## config.mk

```make
export PLATFORM = sky130hd
export DESIGN_NAME = tcw_ctrl
export DESIGN_NICKNAME = d
export VERILOG_FILES = /design/src/rtl/core/tcw_pkg.sv /design/src/rtl/core/tcw_ctrl.sv
export SDC_FILE = /design/constraint.sdc
export NUM_CORES = 1
export LEC_CHECK = 0
export BUFFER_PORTS_ARGS = -buffer_cell sky130_fd_sc_hd__buf_4
export CORE_AREA = 2 2 39 41
export CTS_CLUSTER_SIZE = 10
export DETAILED_ROUTE_END_ITERATION = 6
export DIE_AREA = 0 0 41 43
export GPL_TIMING_DRIVEN = 0
export RECOVER_POWER = 25
export SYNTH_ARGS = -nofsm -noshare
export SYNTH_HDL_FRONTEND = slang
export SYNTH_SLANG_ARGS = --single-unit
```

## constraint.sdc

```tcl
create_clock -name clk -period 1.35 [get_ports clk]
set_clock_uncertainty 0.1 [all_clocks]
set_input_delay 0 -clock clk [delete_from_list [all_inputs] [get_ports clk]]
set_output_delay 0 -clock clk [all_outputs]
set_load 0.05 [all_outputs]
```

## src/rtl/core/tcw_pkg.sv

```systemverilog
// ----------------------------------------------------------------------------
// tcw_pkg
// Shared types and constants of the text console writer.
// ----------------------------------------------------------------------------
`default_nettype none

package tcw_pkg;

  // default screen geometry
  localparam int DEF_COLUMNS = 80;
  localparam int DEF_ROWS    = 25;

  // field widths
  localparam int FUNC_W   = 2;
  localparam int CHAR_W   = 8;
  localparam int CADDR_W  = 11;
  localparam int CELL_W   = 16;
  localparam int COLOUR_W = 4;
  localparam int ATTR_W   = 2 * COLOUR_W;
  localparam int PADDR_W  = 3;
  localparam int PDATA_W  = 32;

  // operation codes
  localparam logic [FUNC_W-1:0] FUNC_PUT   = 2'd0;
  localparam logic [FUNC_W-1:0] FUNC_CLEAR = 2'd1;
  localparam logic [FUNC_W-1:0] FUNC_READ  = 2'd2;

  // character codes
  localparam logic [CHAR_W-1:0] CH_BS    = 8'h08;
  localparam logic [CHAR_W-1:0] CH_TAB   = 8'h09;
  localparam logic [CHAR_W-1:0] CH_LF    = 8'h0A;
  localparam logic [CHAR_W-1:0] CH_CR    = 8'h0D;
  localparam logic [CHAR_W-1:0] CH_BLANK = 8'h20;

  localparam int TAB_STEP = 8;

  // cell value after reset: blank, grey on black
  localparam logic [CELL_W-1:0] CELL_RESET = 16'h0720;

  // register reset values
  localparam logic [COLOUR_W-1:0] FG_RESET = 4'd7;
  localparam logic [COLOUR_W-1:0] BG_RESET = 4'd0;

  // register index (byte address bit 2)
  localparam logic REG_FG = 1'b0;
  localparam logic REG_BG = 1'b1;

  typedef struct packed {
    logic [FUNC_W-1:0]  func;
    logic [CHAR_W-1:0]  char_byte;
    logic [CADDR_W-1:0] cell_address;
  } in_item_t;

  typedef struct packed {
    logic [CADDR_W-1:0] cursor_index;
    logic [CELL_W-1:0]  cell_word;
  } out_item_t;

  // what a store sweep writes
  typedef enum logic [1:0] {
    FILL_RESET,
    FILL_BLANK,
    FILL_SCROLL
  } fill_sel_t;

  typedef struct packed {
    logic      load;       // latch the accepted input word
    logic      exec_put;   // write character, move cursor
    logic      home;       // cursor to top left
    logic      rd_issue;   // read one cell for a read op
    logic      sweep_run;  // step the store sweep
    fill_sel_t fill_sel;
    logic      out_load;   // load the output register
  } dp_cmd_t;

  typedef struct packed {
    logic [FUNC_W-1:0] func;
    logic              need_scroll;
    logic              sweep_last;
  } dp_sts_t;

endpackage

`default_nettype wire

```

## src/rtl/core/tcw_ctrl.sv

```systemverilog
// ----------------------------------------------------------------------------
// tcw_ctrl
// Controller: sequences one word at a time and the store sweeps.
// ----------------------------------------------------------------------------
`default_nettype none

module tcw_ctrl
  import tcw_pkg::*;
(
  input  wire logic    clk,
  input  wire logic    rst_n,
  input  wire logic    in_valid,
  output logic         in_stall,
  output logic         out_valid,
  input  wire logic    out_stall,
  input  wire dp_sts_t sts,
  output dp_cmd_t      cmd
);

  typedef enum logic [2:0] {
    S_IDLE,
    S_EXEC,
    S_SWEEP,
    S_DRAIN,
    S_DONE
  } state_t;

  state_t    state_r;
  fill_sel_t mode_r;
  logic      out_valid_r;

  always_comb begin
    cmd           = '0;
    cmd.fill_sel  = mode_r;
    cmd.load      = (state_r == S_IDLE) && in_valid;
    cmd.sweep_run = (state_r == S_SWEEP);
    if (state_r == S_EXEC) begin
      case (sts.func)
        FUNC_PUT:   cmd.exec_put = 1'b1;
        FUNC_CLEAR: cmd.home     = 1'b1;
        FUNC_READ:  cmd.rd_issue = 1'b1;
        default:    ;
      endcase
    end
    cmd.out_load = (state_r == S_DONE) && (!out_valid_r || !out_stall);
  end

  always_ff @(posedge clk) begin
    if (!rst_n) begin
      state_r     <= S_SWEEP;     // clearing pass over the store first
      mode_r      <= FILL_RESET;
      out_valid_r <= 1'b0;
    end else begin
      if (cmd.out_load) begin
        out_valid_r <= 1'b1;
      end else if (!out_stall) begin
        out_valid_r <= 1'b0;
      end
      unique case (state_r)
        S_IDLE: begin
          if (in_valid) state_r <= S_EXEC;
        end
        S_EXEC: begin
          state_r <= S_DONE;
          if (sts.func == FUNC_CLEAR) begin
            mode_r  <= FILL_BLANK;
            state_r <= S_SWEEP;
          end else if ((sts.func == FUNC_PUT) && sts.need_scroll) begin
            mode_r  <= FILL_SCROLL;
            state_r <= S_SWEEP;
          end
        end
        S_SWEEP: begin
          if (sts.sweep_last) state_r <= S_DRAIN;
        end
        S_DRAIN: begin
          state_r <= (mode_r == FILL_RESET) ? S_IDLE : S_DONE;
        end
        S_DONE: begin
          if (cmd.out_load) state_r <= S_IDLE;
        end
        default: state_r <= S_IDLE;
      endcase
    end
  end

  assign in_stall  = (state_r != S_IDLE);
  assign out_valid = out_valid_r;

`ifndef SYNTHESIS
  a_accept_exec: assert property (@(posedge clk) disable iff (!rst_n)
    (in_valid && !in_stall) |=> (state_r == S_EXEC))
    else $error("accepted word not executed");

  a_sweep_end: assert property (@(posedge clk) disable iff (!rst_n)
    ((state_r == S_SWEEP) && sts.sweep_last) |=> (state_r == S_DRAIN))
    else $error("sweep ran past the last cell");

  a_scroll_start: assert property (@(posedge clk) disable iff (!rst_n)
    ((state_r == S_EXEC) && (sts.func == FUNC_PUT) && sts.need_scroll)
      |=> ((state_r == S_SWEEP) && (mode_r == FILL_SCROLL)))
    else $error("scroll not started");
`endif

endmodule

`default_nettype wire

```

# Word-level counts from Yosys, hierarchy flattened
# Cells that the tools add are included.
[classes]
n_reduce_logical = 13
n_eq_ne = 10
muxes = 15
[ops]
columns = ["op", "n"]
rows = [
  ["two-way mux 3 bit", 7],
  ["case mux 3 bit (5 select lines)", 1],
  ["equality test 3 x 2 -> 1 bit (second input constant)", 2],
  ["!= test 2 bit (second input constant)", 3],
  ["two-way mux 1 bit", 5],
  ["logical NOT 2 bit", 2],
  ["two-way mux 2 bit", 2],
  ["equality test 3 x 1 -> 1 bit (second input constant)", 1],
  ["equality test 3 bit (second input constant)", 1],
  ["logical AND 1 bit", 3],
  ["logical NOT 3 bit", 1],
  ["AND reduction 3 bit", 1],
  ["nonzero test 3 bit", 1],
  ["equality test 2 x 1 -> 1 bit (second input constant)", 1],
  ["equality test 2 bit (second input constant)", 1],
  ["logical NOT 1 bit", 2],
  ["!= test 2 x 1 -> 1 bit (second input constant)", 1],
  ["AND reduction 2 bit", 1],
  ["nonzero test 2 bit", 1],
  ["logical OR 1 bit", 1],
]
[word_totals]
wordCells = 41
reg_bits = 6

# Logic depth before layout (Yosys ltp)
[depth]
ltp_word = 5
ltp_mapped = 4

# Least setup slack after synthesis
# No wires, ideal clock.
[synth_timing]
kind = "reg-to-output"
startpoint = "register state_r[1]"
endpoint = "output port cmd[4] (netlist name)"
path_buffers = 1
setup_slack_ns = -0.504
stages_incl_launch_ff = 5
arrival_ns = 1.754
cell_sequence = "dfxtp_1 -> buf_6 -> nor2_1 -> nand2_1 -> nor3b_1"
[synth_lines]
columns = ["element", "line_no", "source"]
rows = [
  ["start: declaration", "tcw_ctrl.sv:28", "state_t state_r;"],
  ["start signal: assignment", "tcw_ctrl.sv:77", "state_r <= (mode_r == FILL_RESET) ? S_IDLE : S_DONE;"],
  ["end: declaration", "tcw_ctrl.sv:17", "output dp_cmd_t cmd"],
]

==> results_dict.tcl <==
set metrics [dict create \
    drt-initial-drc-count 6 \
    p_per_area_nw_per_um2 791.4 \
    numCtsBuffers 3 \
    yosysTopAreaCell "dfxtp_1" \
    hold_class "in -> reg" \
    report.power.total_uw 523.8 \
    power.leakage_uw 0.0002814 \
    antenna_cells 0 \
    clkPwrFrac_pct 31.1 \
    grt_max_degree 10 \
    max-cap-violations 0 \
    min_from "sts[0]" \
    critPathTopFamily "simple AND/OR/NAND/NOR gates" \
    coreArea_um2 1384 \
    rsz0062_at_grt "true" \
    multi_input_area_um2 257.7 \
    cts_tree "done" \
    grt.overflow.total 0 \
    worst_slack_ps -39.73 \
    p_int_uw 367.9 \
    reg2reg_to "state_r[2]" \
    cp.required_ps 1250 \
    gp_congestion 0.6820 \
    violations "setup timing" \
    nets 79 \
    syn_avg_cell_area_um2 8.728 \
    status "finished with violations" \
    setup_violations 2 \
    clkSinkCount 6 \
    insertion_delay_ps 240 \
    syn-num-nets 49 \
    initial_core_util_pct 25.86 \
    power_frac_comb_pct 32.3 \
    slew_headroom_pct 58.89 \
    instances_no_fill 85 \
    p_sw_share_pct 29.77 \
    final_common_cell "buf_4" \
    layout-drive-gt1-share_pct 57.97 \
    drv_slew 0 \
    dp_hpwl_um 643 \
    critPathBufInv 1 \
    wl_per_cell_um 11.12 \
    ff2ff_path_depth 5 \
    end_kind "primary output" \
    max_freq_mhz 719.6 \
    drt-total-wl_um 945 \
    worst_pin_slew_ps 619.3 \
    path_cells "or3_4 -> nor2_4 -> buf_8" \
    rows 14 \
    synthCells 41 \
    synth_area_leaders "dfxtp_1, nor4b_4, a21boi_0" \
    grt_pass1_vias 378 \
    critPathArrivalTime_ps 1290 \
    hold_path_depth 3 \
    rrSetupSlack_ps 40 \
    cpPeakStageDelay_ps 430 \
    peakVddDrop_v 0.0004842 \
    hold_viol 0 \
    htree_levels 1 \
    die_x_um 41 \
    antenna_found_initial 0 \
    start_kind "flop" \
    ys_types 27 \
    vias_per_cell 4.682 \
    clockBufferDepth 2 \
    power.switching_uw 155.9 \
    seqCellArea_um2 123.9 \
    synth_area_um2 357.8 \
    clock-root-buffer "clkbuf_4" \
    dieArea_um2 1763 \
    path_class "reg -> out" \
    clkSlewWorstSetupHoldPaths_ps 50 \
    ioPinCount 18 \
    synth_top_area_share_pct 33.57 \
    period_needed_ps 1390 \
    num_vias 398 \
    drt_first_pass_iters 4 \
    yosysSeqAreaShare_pct 33.57 \
    areaGrowthSynthToFinish_pct 84.97 \
    synth-seq-cells 6 \
    drc 0 \
    holdPathEnd "state_r[0]" \
    post-place-cells 74 \
    grt_pass1_wl_mm 1.490 \
    portBuffers 17 \
    fp.dieH_um 43 \
    seqPwrFrac_pct 36.7 \
    ant_nets 0 \
    track_usage_pct 12.56 \
    crit_slowest_cell "or3_4" \
    yosysWarnings 0 \
    cp_max_fo 7 \
    fillers 134 \
    timing.rr.start "state_r[1]" \
    period_share_pct 102.9 \
]
==> metrics by stage <==
| stage | utilization (%) | area (um2) | worst slack (ps) | hold WS [ps] | TNS (ps) |
|---|---|---|---|---|---|
| final | 47.83 | 661.9 | -39.73 | 63.55 | -59.77 |
| after detailed placement | 38.43 | 531.8 | 64.71 | 145.9 | 0 |
| after global routing | 47.83 | 661.9 | -103.2 | 60.72 | -247.6 |
| after floorplan | - | 384.1 | -36.88 | -20.01 | -36.88 |
| after CTS | 46.84 | 648.1 | -49.99 | 52.86 | -107.3 |
| after global placement | 38.43 | 531.8 | 102.2 | 136.3 | 0 |
==> registers in the layout, summed over array words and instances, names as in the netlist <==
| register | count |
|---|---|
| state_r | 3 |
| mode_r | 2 |
| out_valid | 1 |
==> cell families (layout without fill, tap and decap cells) <==
group | Yosys count | count (layout) | synth area share, %
AO/OA/AOI/OAI | 12 | 12 | 22.38
buffers and inverters | 3 | 31 | 5.592
flip-flops | 6 | 6 | 33.57
AND/OR/NAND/NOR | 19 | 19 | 35.31
multiplexers | 1 | 1 | 3.147
==> synth_stat cells <==
library cell  n
nor3_1        1
nor3b_1       1
o211a_1       1
mux2_2        1
o21a_1        2
buf_6         1
a21oi_1       2
o21ai_0       1
nor3b_2       1
nor2_1        4
a31oi_1       1
nor2b_1       1
inv_1         1
nand2b_1      2
or3_1         1
o21ai_1       1
dfxtp_1       6
nor4b_4       1
o22ai_1       1
a21boi_0      2
and2_1        1
and3_1        1
nand2_1       3
and2_4        1
nand3_1       1
o21bai_1      1
buf_2         1
==> how the worst max path moves through the flow <==
stage | start | to | slack [ps] | cells past startpoint
final | state_r[2] | cmd[7] | -40 | 3
after CTS | state_r[0] | cmd[7] | -50 | 4
after global placement | state_r[0] | mode_r[0] | 100 | 4
after detailed placement | state_r[0] | mode_r[0] | 60 | 4
after global routing | state_r[1] | cmd[5] | -100 | 4
after floorplan | state_r[1] | cmd[4] | -40 | 4
==> per-layer routing <==
layer	routed length, um	GRT usage (%)
met2	477	20.63
met5	0	0
met1	410	13.23
met3	57	6.283
met4	0	4.000
==> layout make-up <==
| cell class | count | share of cell area [%] |
|---|---|---|
| Clock buffer | 3 | 3.403 |
| Sequential cell | 6 | 18.71 |
| Timing Repair Buffer | 26 | 33.65 |
| Tap cell | 16 | 3.025 |
| Inverter | 1 | 0.5671 |
| Multi-Input combinational cell | 32 | 38.94 |
| Buffer | 1 | 1.701 |
==> power by group through the flow <==
stage,sequential [uW],combinational (uW),clock (uW)
6_report,192,169,163
5_1_grt,194,179,185
4_1_cts,188,165,171
3_5_place_dp,190,142,0
3_3_place_gp,190,140,0
2_1_floorplan,192,92.7,0
==> timing repair <==
item,4_1_cts,5_1_grt
hold endpoints to repair,6,0
setup buffers,4,1
endpoints found under the setup margin,4,6
resized for setup,11,8
cloned,0,1
pin swaps,6,2
hold buffers,3,0
==> worst min-delay path, stage by stage <==
cell and delay (ps):
buf_4 70, mux2_2 150, and3_1 150
No activity file was read; power rests on OpenSTA's default activity.
